===== config.mk =====
export PLATFORM = sky130hd
export DESIGN_NAME = multi_key_time_debouncer
export DESIGN_NICKNAME = d
export VERILOG_FILES = /design/src/rtl/mktd_pkg.sv /design/src/rtl/mktd_lane.sv /design/src/rtl/mktd_merge.sv /design/src/rtl/mktd_evq.sv /design/src/rtl/multi_key_time_debouncer.sv
export SDC_FILE = /design/constraint.sdc
export NUM_CORES = 1
export LEC_CHECK = 0
export ABC_AREA = 1
export BUFFER_PORTS_ARGS = -buffer_cell sky130_fd_sc_hd__buf_2
export CAP_MARGIN = 30
export CORE_MARGIN = 10
export CORE_UTILIZATION = 55
export DETAILED_ROUTE_END_ITERATION = 10
export PLACE_DENSITY = 0.76
export SKIP_CTS_REPAIR_TIMING = 1
export SYNTH_ARGS = -nofsm -noshare
export SYNTH_HDL_FRONTEND = slang
export SYNTH_SLANG_ARGS = --single-unit
export TNS_END_PERCENT = 20

===== constraint.sdc =====
create_clock -name clk -period 6.5 [get_ports clk]
set_input_delay 1.3 -clock clk [delete_from_list [all_inputs] [get_ports clk]]
set_output_delay 1.3 -clock clk [all_outputs]
set_load 0.02 [all_outputs]

===== src/rtl/mktd_pkg.sv =====
package mktd_pkg;

    localparam int PIN_KEYS        = 2;
    localparam int EVENTS_PER_POLL = 2;
    localparam int EVQ_DEPTH       = 4;
    localparam int EVQ_AW          = 2;

    localparam logic [1:0] REG_PRESS_LEVEL   = 2'd0;
    localparam logic [1:0] REG_DEBOUNCE_TIME = 2'd1;
    localparam logic [1:0] REG_KEY_ENABLE    = 2'd2;
    localparam logic [1:0] REG_EVENT_LIMIT   = 2'd3;

    localparam logic [1:0] EVENT_LIMIT_MAX = 2'd2;

    typedef struct packed {
        logic        key_index;
        logic        pressed;
        logic [31:0] event_time;
        logic        last;
    } event_t;

    typedef struct packed {
        logic hit;
        logic raw;
    } lane_stat_t;

endpackage


===== src/rtl/mktd_lane.sv =====
module mktd_lane (
    input  logic                 clk,
    input  logic                 rst_n,
    input  logic                 enabled,
    input  logic                 level,
    input  logic                 press_level,
    input  logic [31:0]          now_ms,
    input  logic [31:0]          debounce_time,
    input  logic                 load,
    input  logic                 commit,
    output mktd_pkg::lane_stat_t stat
);
    import mktd_pkg::*;

    logic        raw_seen_reg;
    logic        raw_seen_next;
    logic        stable_reg;
    logic        stable_next;
    logic [31:0] change_time_reg;
    logic [31:0] change_time_next;
    logic        raw;
    logic        changed;
    logic [31:0] elapsed;

    assign raw     = (level == press_level);
    assign changed = (raw != raw_seen_reg);
    assign elapsed = now_ms - change_time_reg;

    assign stat.raw = raw;
    assign stat.hit = enabled && !changed && (raw != stable_reg) && (elapsed >= debounce_time);

    always_comb
    begin
        raw_seen_next    = raw_seen_reg;
        stable_next      = stable_reg;
        change_time_next = change_time_reg;
        if (load)
        begin
            raw_seen_next    = raw;
            stable_next      = raw;
            change_time_next = now_ms;
        end
        else if (commit && enabled)
        begin
            if (changed)
            begin
                raw_seen_next    = raw;
                change_time_next = now_ms;
            end
            else if (stat.hit)
            begin
                stable_next = raw;
            end
        end
    end

    always_ff @(posedge clk or negedge rst_n)
    begin
        if (!rst_n)
        begin
            raw_seen_reg    <= 1'b0;
            stable_reg      <= 1'b0;
            change_time_reg <= '0;
        end
        else
        begin
            raw_seen_reg    <= raw_seen_next;
            stable_reg      <= stable_next;
            change_time_reg <= change_time_next;
        end
    end

endmodule


===== src/rtl/mktd_merge.sv =====
module mktd_merge #(
    parameter int NUM_KEYS = 2
) (
    input  mktd_pkg::lane_stat_t [NUM_KEYS-1:0]                 stat,
    input  logic [1:0]                                          limit,
    input  logic [31:0]                                         now_ms,
    output logic [NUM_KEYS-1:0]                                 examine,
    output mktd_pkg::event_t [mktd_pkg::EVENTS_PER_POLL-1:0]    events,
    output logic [1:0]                                          num_events
);
    import mktd_pkg::*;

    logic [1:0] cnt;

    always_comb
    begin
        cnt    = '0;
        events = '0;
        for (int k = 0; k < NUM_KEYS; k++)
        begin
            examine[k] = (cnt < limit);
            if (examine[k] && stat[k].hit)
            begin
                events[cnt[0]].key_index  = 1'(k);
                events[cnt[0]].pressed    = stat[k].raw;
                events[cnt[0]].event_time = now_ms;
                cnt = cnt + 2'd1;
            end
        end
        if (cnt == 2'd1)
        begin
            events[0].last = 1'b1;
        end
        else if (cnt == 2'd2)
        begin
            events[1].last = 1'b1;
        end
        num_events = cnt;
    end

endmodule


===== src/rtl/mktd_evq.sv =====
module mktd_evq (
    input  logic                                               clk,
    input  logic                                               rst_n,
    input  mktd_pkg::event_t [mktd_pkg::EVENTS_PER_POLL-1:0]   push_events,
    input  logic [1:0]                                         push_num,
    output logic                                               full,
    output logic                                               out_valid,
    input  logic                                               out_stall,
    output mktd_pkg::event_t                                   head
);
    import mktd_pkg::*;

    event_t                  mem_reg [EVQ_DEPTH];
    logic [EVQ_AW-1:0]       wr_ptr_reg;
    logic [EVQ_AW-1:0]       wr_ptr_next;
    logic [EVQ_AW-1:0]       rd_ptr_reg;
    logic [EVQ_AW-1:0]       rd_ptr_next;
    logic [EVQ_AW:0]         count_reg;
    logic [EVQ_AW:0]         count_next;
    logic                    pop;

    assign out_valid = (count_reg != '0);
    assign full      = (count_reg > (EVQ_AW+1)'(EVQ_DEPTH - EVENTS_PER_POLL));
    assign head      = mem_reg[rd_ptr_reg];
    assign pop       = out_valid && !out_stall;

    always_comb
    begin
        wr_ptr_next = wr_ptr_reg + EVQ_AW'(push_num);
        rd_ptr_next = rd_ptr_reg + EVQ_AW'(pop);
        count_next  = count_reg + (EVQ_AW+1)'(push_num) - (EVQ_AW+1)'(pop);
    end

    always_ff @(posedge clk)
    begin
        if (push_num != 2'd0)
        begin
            mem_reg[wr_ptr_reg] <= push_events[0];
        end
        if (push_num == 2'd2)
        begin
            mem_reg[wr_ptr_reg + EVQ_AW'(1)] <= push_events[1];
        end
    end

    always_ff @(posedge clk or negedge rst_n)
    begin
        if (!rst_n)
        begin
            wr_ptr_reg <= '0;
            rd_ptr_reg <= '0;
            count_reg  <= '0;
        end
        else
        begin
            wr_ptr_reg <= wr_ptr_next;
            rd_ptr_reg <= rd_ptr_next;
            count_reg  <= count_next;
        end
    end

endmodule


===== src/rtl/multi_key_time_debouncer.sv =====
// Events enter the event queue as their poll transfers and leave from its head.
// One poll per cycle is accepted unless the event queue holds three or more
// events; a poll may push two events while the output pops one at a time.
// Reset (rst_n, async, active low) clears key state, empties the event queue,
// and restores register defaults; the first poll afterwards only loads key state.
module multi_key_time_debouncer #(
    parameter int NUM_KEYS = 2
) (
    input  logic        clk,
    input  logic        rst_n,
    input  logic        cfg_we,
    input  logic [1:0]  cfg_index,
    input  logic [31:0] cfg_data,
    input  logic        in_valid,
    output logic        in_stall,
    input  logic [1:0]  raw_levels,
    input  logic [31:0] now_ms,
    output logic        out_valid,
    input  logic        out_stall,
    output logic        key_index,
    output logic        pressed,
    output logic [31:0] event_time,
    output logic        last
);
    import mktd_pkg::*;

    logic                                press_level_reg;
    logic [31:0]                         debounce_time_reg;
    logic [1:0]                          key_enable_reg;
    logic [1:0]                          event_limit_reg;
    logic                                primed_reg;
    logic                                in_xfer;
    logic                                q_full;
    logic [1:0]                          limit;
    lane_stat_t [NUM_KEYS-1:0]           stat;
    logic [NUM_KEYS-1:0]                 examine;
    event_t [EVENTS_PER_POLL-1:0]        events;
    logic [1:0]                          num_events;
    logic [1:0]                          push_num;
    event_t                              head;

    assign in_stall = q_full;
    assign in_xfer  = in_valid && !in_stall;
    assign limit    = (event_limit_reg > EVENT_LIMIT_MAX) ? EVENT_LIMIT_MAX : event_limit_reg;

    always_ff @(posedge clk or negedge rst_n)
    begin
        if (!rst_n)
        begin
            press_level_reg   <= 1'b0;
            debounce_time_reg <= 32'd20;
            key_enable_reg    <= 2'd3;
            event_limit_reg   <= 2'd2;
        end
        else if (cfg_we)
        begin
            case (cfg_index)
                REG_PRESS_LEVEL:   press_level_reg   <= cfg_data[0];
                REG_DEBOUNCE_TIME: debounce_time_reg <= cfg_data;
                REG_KEY_ENABLE:    key_enable_reg    <= cfg_data[1:0];
                REG_EVENT_LIMIT:   event_limit_reg   <= cfg_data[1:0];
                default:           ;
            endcase
        end
    end

    always_ff @(posedge clk or negedge rst_n)
    begin
        if (!rst_n)
        begin
            primed_reg <= 1'b0;
        end
        else if (in_xfer)
        begin
            primed_reg <= 1'b1;
        end
    end

    for (genvar k = 0; k < NUM_KEYS; k++)
    begin : g_lane
        logic lane_level;
        logic lane_en;

        if (k < PIN_KEYS)
        begin : g_pin
            assign lane_level = raw_levels[k];
            assign lane_en    = key_enable_reg[k];
        end
        else
        begin : g_nopin
            assign lane_level = 1'b0;
            assign lane_en    = 1'b0;
        end

        mktd_lane u_lane (
            .clk           (clk),
            .rst_n         (rst_n),
            .enabled       (lane_en),
            .level         (lane_level),
            .press_level   (press_level_reg),
            .now_ms        (now_ms),
            .debounce_time (debounce_time_reg),
            .load          (in_xfer && !primed_reg),
            .commit        (in_xfer && primed_reg && examine[k]),
            .stat          (stat[k])
        );
    end

    mktd_merge #(
        .NUM_KEYS (NUM_KEYS)
    ) u_merge (
        .stat       (stat),
        .limit      (limit),
        .now_ms     (now_ms),
        .examine    (examine),
        .events     (events),
        .num_events (num_events)
    );

    assign push_num = (in_xfer && primed_reg) ? num_events : 2'd0;

    mktd_evq u_evq (
        .clk         (clk),
        .rst_n       (rst_n),
        .push_events (events),
        .push_num    (push_num),
        .full        (q_full),
        .out_valid   (out_valid),
        .out_stall   (out_stall),
        .head        (head)
    );

    assign key_index  = head.key_index;
    assign pressed    = head.pressed;
    assign event_time = head.event_time;
    assign last       = head.last;

endmodule


==> summary.md, run 1 <==
| Metric | Value |
|---|---|
| First-pass GRT wire length | ~84000 um |
| Ranking of synthesized cells by area | edfxtp_1 (24%), dfrtp_1 (16%), nand2_1 (10%), ha_1 (9.6%), nand3_1 (9.6%) |
| Die area | 38900 um^2 |
| Die Wd | 197 um |
| GR Overflow Total | 0 |
| Cell repeated most along the worst path | nand2_1 |
| PD cells | around 400 nW/um^2 |
| Synth Cell Area | 17300 um^2 |
| Post-synth EDFFs | 140 |
| Initial antenna violation count | 1 |
| Hold depth | 2 |
| Routed WL | around 52000 um |
| DR iter-0 viols | between 1.5k and 2k |
| CTS tree | yes |
| Placed cell areas | 18400 um^2 |
| Post-DR wirelength/cell | ~19 um |
| Synth warn | 0 |
| R2r setup slk | slightly above 1 ns |
| Layout cells sized above 1 | under 10% |
| Dpl hpwl | 37600 um |
| GRT Total Usage | 26.5% |
| NumNets Final | ~2.5k |
| Top cell type's share of synthesized area | 24.4% |
| Mapped Cells | between 2k and 2.5k |
| Place WS | -0.313 ns |
| Pins Over Slew Limit | 0 |
| Crit-path max cell delay | between 0.3 and 0.4 ns |
| Reg-to-reg startpoint | g_lane[1].u_lane.change_time_reg[0]$_DFFE_PN0P_ |
| Final setup TNS | 0 ns |
| Fin. Hold Viols | 0 |
| Final core utilization | a little over three fifths |
| PortBufs | between 100 and 150 |
| DRT Pass-1 Iters | 6 |
| R2r endpoint | u_evq.count_reg[2]$_DFF_PN0_ |
| Initial core utilization | between 50 and 60% |
| Final ANT Viol Nets | 0 |
| H-tree lvl count | 1 |
| Sinks on Clock Net | about 250 |
| Critical-path top delay cell | fa_1 |
| Syn avg cell area | 7.75 um^2 |
| Via count | 16.2k |
| Vias in the first global route | between 15k and 20k |
| Syn-to-layout area delta | 11.6% |
| FP Rows | 64 |
| Worst VDD drop | about 0.00027 V |
| R2R depth | 31 |
| Async S/R FF share, synth | around 45% |
| Finished Cell Area | around 19000 um^2 |
| Longest Clk Path Bufs | 3 |
| Max Freq | ~160 MHz |
| Post-DR vias/cell | just under 6 |
| Post-synth top cells | nand2_1 (458), nand3_1 (331), inv_1 (240), nor2_1 (226), o21ai_0 (163) |
| Syn nets | roughly 2.4k |
| Leak | between 0.009 and 0.01 uW |
| Critical path arrival | around 6.6 ns |
| Crit end category | flip-flop |
| Clock-pin slew on the worst setup and hold paths | about 0.060 ns |
| Setup violations, final | 0 |
| IO Pins | 110 |
| CTS Buf Count | 27 |
| Post-synth top flop | edfxtp_1 |
| Crit path capture | u_evq.count_reg[2]$_DFF_PN0_ |
| Area of the multi-input gates | about 9000 um^2 |
| Period utilization | between 90% and 100% |
| Hold WC Path Type | flip-flop to flip-flop |
| Leading area contributor after synthesis | edfxtp_1 |
| Die height | between 150 and 200 um |
| Max_cap viols | 0 |
| Slew HR | 46.7% |
| Residual DRC count | 0 |
| Count leader, synth | nand2_1 |
| Status | finished, final reports clean |
| Worst setup path startpoint | now_ms[0] |
| #FFs+latches synth | between 200 and 300 |
| Largest register FFs | 140 |
| Clock Skews | between 0.015 and 0.02 ns |
| Clk root buf | clkbuf_16 |
| Register area share after synthesis | between 40% and 50% |
| Core area | between 30000 and 40000 um^2 |
| CP max FO | 4 |
| Worst-Margin Slew | between 0.7 and 0.8 ns |
| Yosys cell types | 46 |
| Crit path required time | about 7 ns |
| Largest net degree at the start of global routing | 75 |
| Startpoint Class | input port |
| Routability cong. | between 0.9 and 1 |
| Setup ws final | 0.403 ns |
| Seq. cell area | between 7000 and 8000 um^2 |
| WS Path Type | input port to flip-flop |
| Fill cell instance count of the final layout | 2688 |
| Fin crit period | approximately 6.1 ns |
| Clk Latency, worst-skew pair | between 0.5 and 0.6 ns |
[final cells by class]
cell class	instances	area share, %
diodes	1	0.0130
clock buffers	28	3.53
clock inverters	22	0.974
inverters	246	4.79
multi-input cells	1628	46.2
flip-flops and latches	253	36.5
well taps	396	2.57
repair buffers	155	5.37
[how the worst min path moves through the flow]
stage,startpoint,to,slack (ns)
after floorplan,debounce_time_reg[1]$_DFFE_PN0P_,debounce_time_reg[1]$_DFFE_PN0P_,0.45
after global placement,g_lane[0].u_lane.change_time_reg[24]$_DFFE_PN0P_,g_lane[0].u_lane.change_time_reg[24]$_DFFE_PN0P_,0.47
after detailed placement,g_lane[0].u_lane.change_time_reg[5]$_DFFE_PN0P_,g_lane[0].u_lane.change_time_reg[5]$_DFFE_PN0P_,0.48
after CTS,g_lane[0].u_lane.change_time_reg[5]$_DFFE_PN0P_,g_lane[0].u_lane.change_time_reg[5]$_DFFE_PN0P_,0.49
after global routing,g_lane[0].u_lane.change_time_reg[19]$_DFFE_PN0P_,g_lane[0].u_lane.change_time_reg[19]$_DFFE_PN0P_,0.51
final,g_lane[0].u_lane.change_time_reg[5]$_DFFE_PN0P_,g_lane[0].u_lane.change_time_reg[5]$_DFFE_PN0P_,0.49
[cells by family (layout without fill, tap and decap cells)]
family                   count (synthesis)  in the layout  share of synthesized area [%]
AO/OA/AOI/OAI                          370            370                           11.6
XOR/XNOR                                69             69                           3.59
adder cells (fa/ha/maj)                136            136                           9.99
buffers and inverters                  346            451                           8.10
flip-flops                             253            253                           40.8
multiplexers                             1              1                         0.0580
other                                    0              1                              0
AND/OR/NAND/NOR                       1052           1052                           25.9
[per-stage QoR]
| step | cells | total power (uW) | hold WS (ns) |
|---|---|---|---|
| after floorplan | 2227 | 4950 | 0.453 |
| after global placement | 2676 | 5960 | 0.470 |
| after detailed placement | 2678 | 6090 | 0.478 |
| after CTS | 2728 | 7640 | 0.492 |
| after global routing | 2729 | 8300 | 0.509 |
| final | 2729 | 7660 | 0.490 |
[layer usage]
metal	vias up	GRT usage, %	share of wire [%]
met5	-	0	0
met1	7625	35.0	41
met4	0	6.86	2.6
met2	795	44.0	46
met3	99	4.87	9.6
li1	7680	-	-
[layout by cell type (no fill, tap or decap), types with 3 or more instances in the layout]
| cell | synthesis | final |
|---|---|---|
| a21o_1 | 8 | 8 |
| a21oi_1 | 129 | 127 |
| a221oi_1 | 4 | 4 |
| a31oi_1 | 12 | 11 |
| buf_12 | 0 | 9 |
| buf_2 | 22 | 108 |
| buf_4 | 1 | 36 |
| clkbuf_16 | 0 | 27 |
| clkinv_1 | 5 | 10 |
| clkinv_2 | 0 | 4 |
| clkinv_4 | 0 | 3 |
| dfrtp_1 | 108 | 107 |
| dfstp_2 | 5 | 5 |
| edfxtp_1 | 140 | 140 |
| fa_1 | 3 | 3 |
| ha_1 | 133 | 133 |
| inv_1 | 240 | 240 |
| inv_6 | 0 | 4 |
| nand2_1 | 458 | 458 |
| nand3_1 | 331 | 330 |
| nand4_1 | 12 | 12 |
| nor2_1 | 226 | 226 |
| nor2_2 | 4 | 4 |
| nor3_1 | 13 | 13 |
| o21a_1 | 6 | 6 |
| o21ai_0 | 163 | 157 |
| o21ai_4 | 0 | 4 |
| o22ai_1 | 35 | 35 |
| xnor2_1 | 17 | 17 |
| xor2_1 | 50 | 50 |
[power breakdown]
part | total (uW) | switching (uW) | internal [uW]
clock network | 1530 | 713 | 822
logic | 4050 | 2640 | 1410
registers | 2070 | 133 | 1940
total | 7660 | 3490 | 4170
[worst max-delay path, delay by kind of cell]
kind	cells	cell delay [ns]
xor gates and xnor gates	3	0.50
and+or+nand+nor	13	1.55
buffers and inverters	6	0.52
adders and majority gates	6	1.58
AOI/OAI and AO/OA	5	1.12
Power figures use the tool's default switching activity.
==> run 2, diff against run 1 <==
--- a/config.mk
+++ b/config.mk
@@ -8,6 +8,7 @@
 export ABC_AREA = 1
 export BUFFER_PORTS_ARGS = -buffer_cell sky130_fd_sc_hd__buf_2
 export CAP_MARGIN = 30
+export CORE_ASPECT_RATIO = 0.5
 export CORE_MARGIN = 10
 export CORE_UTILIZATION = 55
 export DETAILED_ROUTE_END_ITERATION = 10
==> run 2 against run 1 <==
Fmax increased by 2.0%. Clock-buffer cell count increased by 4. Hold slack improved by 0.0020 ns. Combinational power increased by 1%. Core utilization increased by 0.36 points. Worst setup slack improved by 0.12 ns. First-iteration DRC count increased by 19%. Power increased by 1.3%. Via count decreased by 1.6%. Highest routed layer unchanged.
==> summary.md, run 2 (synthesis gave the netlist of run 1 again) <==
| Metric | Value |
|---|---|
| Hold WC Path Type | flip-flop to flip-flop |
| Die Wd | 271 um (+37%) |
| Critical-path top delay cell | buf_4 |
| Hold depth | 2 (unchanged) |
| Reg-to-reg startpoint | g_lane[0].u_lane.change_time_reg[0]$_DFFE_PN0P_ |
| Routed WL | 52900 um (+1.4%) |
| Max_cap viols | 0 (unchanged) |
| GRT met3 Usage | 5.80% (+0.93 points) |
| CTS tree | yes |
| First-pass GRT wire length | 82500 um (-1.3%) |
| Met2 GRT Util | 38.5% (-5.5 points) |
| Met1 Usage GRT | 37.0% (+2.0 points) |
| Fin cells | 2752 (+0.84%) |
| Slew HR | 44.1% (-2.6 points) |
| Status | finished, final reports clean |
| Sinks on Clock Net | 253 (unchanged) |
| CTS Buf Count | 25 (-7.4%) |
| Total power | 7760 uW (+1.3%) |
| DR iter-0 viols | 1801 (+19%) |
| Initial antenna violation count | 0 (-1) |
| Clk Latency, worst-skew pair | 0.58 ns (about the same) |
| R2r endpoint | u_evq.mem_reg[3][12]$_DFFE_PP_ |
| Post-DR vias/cell | 5.79 (-2.4%) |
| Clock-pin slew on the worst setup and hold paths | 0.07 ns (about the same) |
| Fin crit period | 5.98 ns (-0.119 ns) |
| GRT Total Usage | 25.8% (-0.75 points) |
| H-tree lvl count | 1 (unchanged) |
| CP Buf/Inv Count | 5 (-1) |
| Pins Over Slew Limit | 0 (unchanged) |
| Crit path required time | 6.93 ns (-0.05 ns) |
| Hold Path End | g_lane[0].u_lane.change_time_reg[28]$_DFFE_PN0P_ |
| Leak | 0.00933 uW (about the same) |
| Crit-path max cell delay | 0.69 ns (+0.31 ns) |
| R2r setup slk | 1.12 ns (+0.10 ns) |
| Fin. Hold Viols | 0 (unchanged) |
| Residual DRC count | 0 (unchanged) |
| Worst-Margin Slew | 0.839 ns (+0.0387 ns) |
| Post-DR wirelength/cell | 19.2 um (+0.57%) |
| CP top delay family | simple AND/OR/NAND/NOR gates |
| Most frequent cells in the layout | nand2_1 (458), nand3_1 (330), inv_1 (240) |
| PD cells | 402 nW/um^2 (+1.2%) |
| GR peak layer | met2 |
| Longest Clk Path Bufs | 3 (unchanged) |
| Routability cong. | 0.975 (+0.19%) |
| R2R depth | 30 (-3.2%) |
| IO Pins | 110 (unchanged) |
| Antenna Cells | 0 (-1) |
| Clk root buf | clkbuf_16 |
| GR Overflow Total | 0 (unchanged) |
| Crit end category | flip-flop |
| Initial core utilization | 56.3% (+0.22 points) |
| Layout cells sized above 1 | 9.57% (-0.12 points) |
| Period utilization | 92.0% (-1.8 points) |
| Clock Skews | 0.0207 ns (+0.00258 ns) |
| Cell repeated most along the worst path | nand2_1 |
| Setup violations, final | 0 (unchanged) |
| Via count | 15.9k (-1.6%) |
| Critical path arrival | 6.41 ns (-0.17 ns) |
| Max Freq | 167 MHz (+2.0%) |
| Largest register FFs | 140 (unchanged) |
| Finished Cell Area | 19300 um^2 (+0.18%) |
| Largest net degree at the start of global routing | 133 (+77%) |
| DRT Pass-1 Iters | 6 (unchanged) |
| Placed cell areas | 18400 um^2 (+0.16%) |
| Worst VDD drop | 0.000228 V (-14%) |
| Fill cell instance count of the final layout | 2726 (+1.4%) |
| WS Path Type | input port to flip-flop |
| FP Rows | 45 (-30%) |
| Worst setup path startpoint | now_ms[0] |
| Core area | 30600 um^2 (-0.39%) |
| Vias in the first global route | 14.9k (-5.3%) |
| CP max FO | 84 (+80) |
| Placed Cells incl. Taps | 2706 (+1.0%) |
| Die height | 145 um (-26%) |
| RSZ-0062 raised after global routing | false |
| Startpoint Class | input port |
| Final ANT Viol Nets | 0 (unchanged) |
| Commonest non-fill, non-tap cell in the layout | nand2_1 |
| PortBufs | 109 (unchanged) |
| Dpl hpwl | 37400 um (-0.47%) |
| NumNets Final | 2519 (-0.040%) |
| Critical hold path startpoint | g_lane[0].u_lane.change_time_reg[28]$_DFFE_PN0P_ |
| Die area | 39300 um^2 (+1.1%) |
| Syn-to-layout area delta | 11.8% |
-- run 2: worst max-delay path by stage --
stage                                     endpoint  slack [ns]  cells past startpoint
global placement      u_evq.count_reg[2]$_DFF_PN0_        0.25                     36
floorplan            u_evq.mem_reg[1][0]$_DFFE_PP_       -0.51                     35
CTS                 u_evq.mem_reg[3][12]$_DFFE_PP_        0.67                     32
finish              u_evq.mem_reg[3][12]$_DFFE_PP_        0.52                     32
detailed placement  u_evq.mem_reg[2][30]$_DFFE_PP_        0.11                     32
global route        u_evq.mem_reg[1][32]$_DFFE_PP_        0.13                     32
-- run 2: stage by stage --
| step | util [%] | TNS, ns | hold WS (ns) | setup slack (ns) |
|---|---|---|---|---|
| after floorplan | - | -35.74 | 0.453 | -0.511 |
| after global placement | 60.0 | 0 | 0.469 | 0.246 |
| after detailed placement | 60.1 | 0 | 0.477 | 0.113 |
| after CTS | 63.0 | 0 | 0.495 | 0.675 |
| after global routing | 63.0 | 0 | 0.515 | 0.130 |
| final | 63.0 | 0 | 0.492 | 0.522 |
-- run 2: area by class of cell --
type                       count  area, um^2  share of cell area (%)
sequential                   253        7040                    36.5
timing repair buffer         156        1020                    5.29
multi-input combinational   1628        8890                    46.1
clock inverter                14         198                    1.02
inverter                     246         923                    4.79
tap                          423         529                    2.74
clock buffer                  32         692                    3.59
-- run 2: where the power goes --
| group | switching [uW] | internal [uW] |
|---|---|---|
| logic | 2680 | 1420 |
| registers | 125 | 1940 |
| clock network | 681 | 921 |
-- run 2: worst min-delay path: stages, from the launching register on --
cell	delay (ns)
dfrtp_1	0.34
nand2_1	0.05
o21ai_0	0.06
-- run 2: per-layer routing --
layer / part of all wire (%) / up-vias
met3: 12 / 85
met2: 42 / 822
met1: 44 / 7377
met5: 0 / -
li1: - / 7658
met4: 2.2 / 0
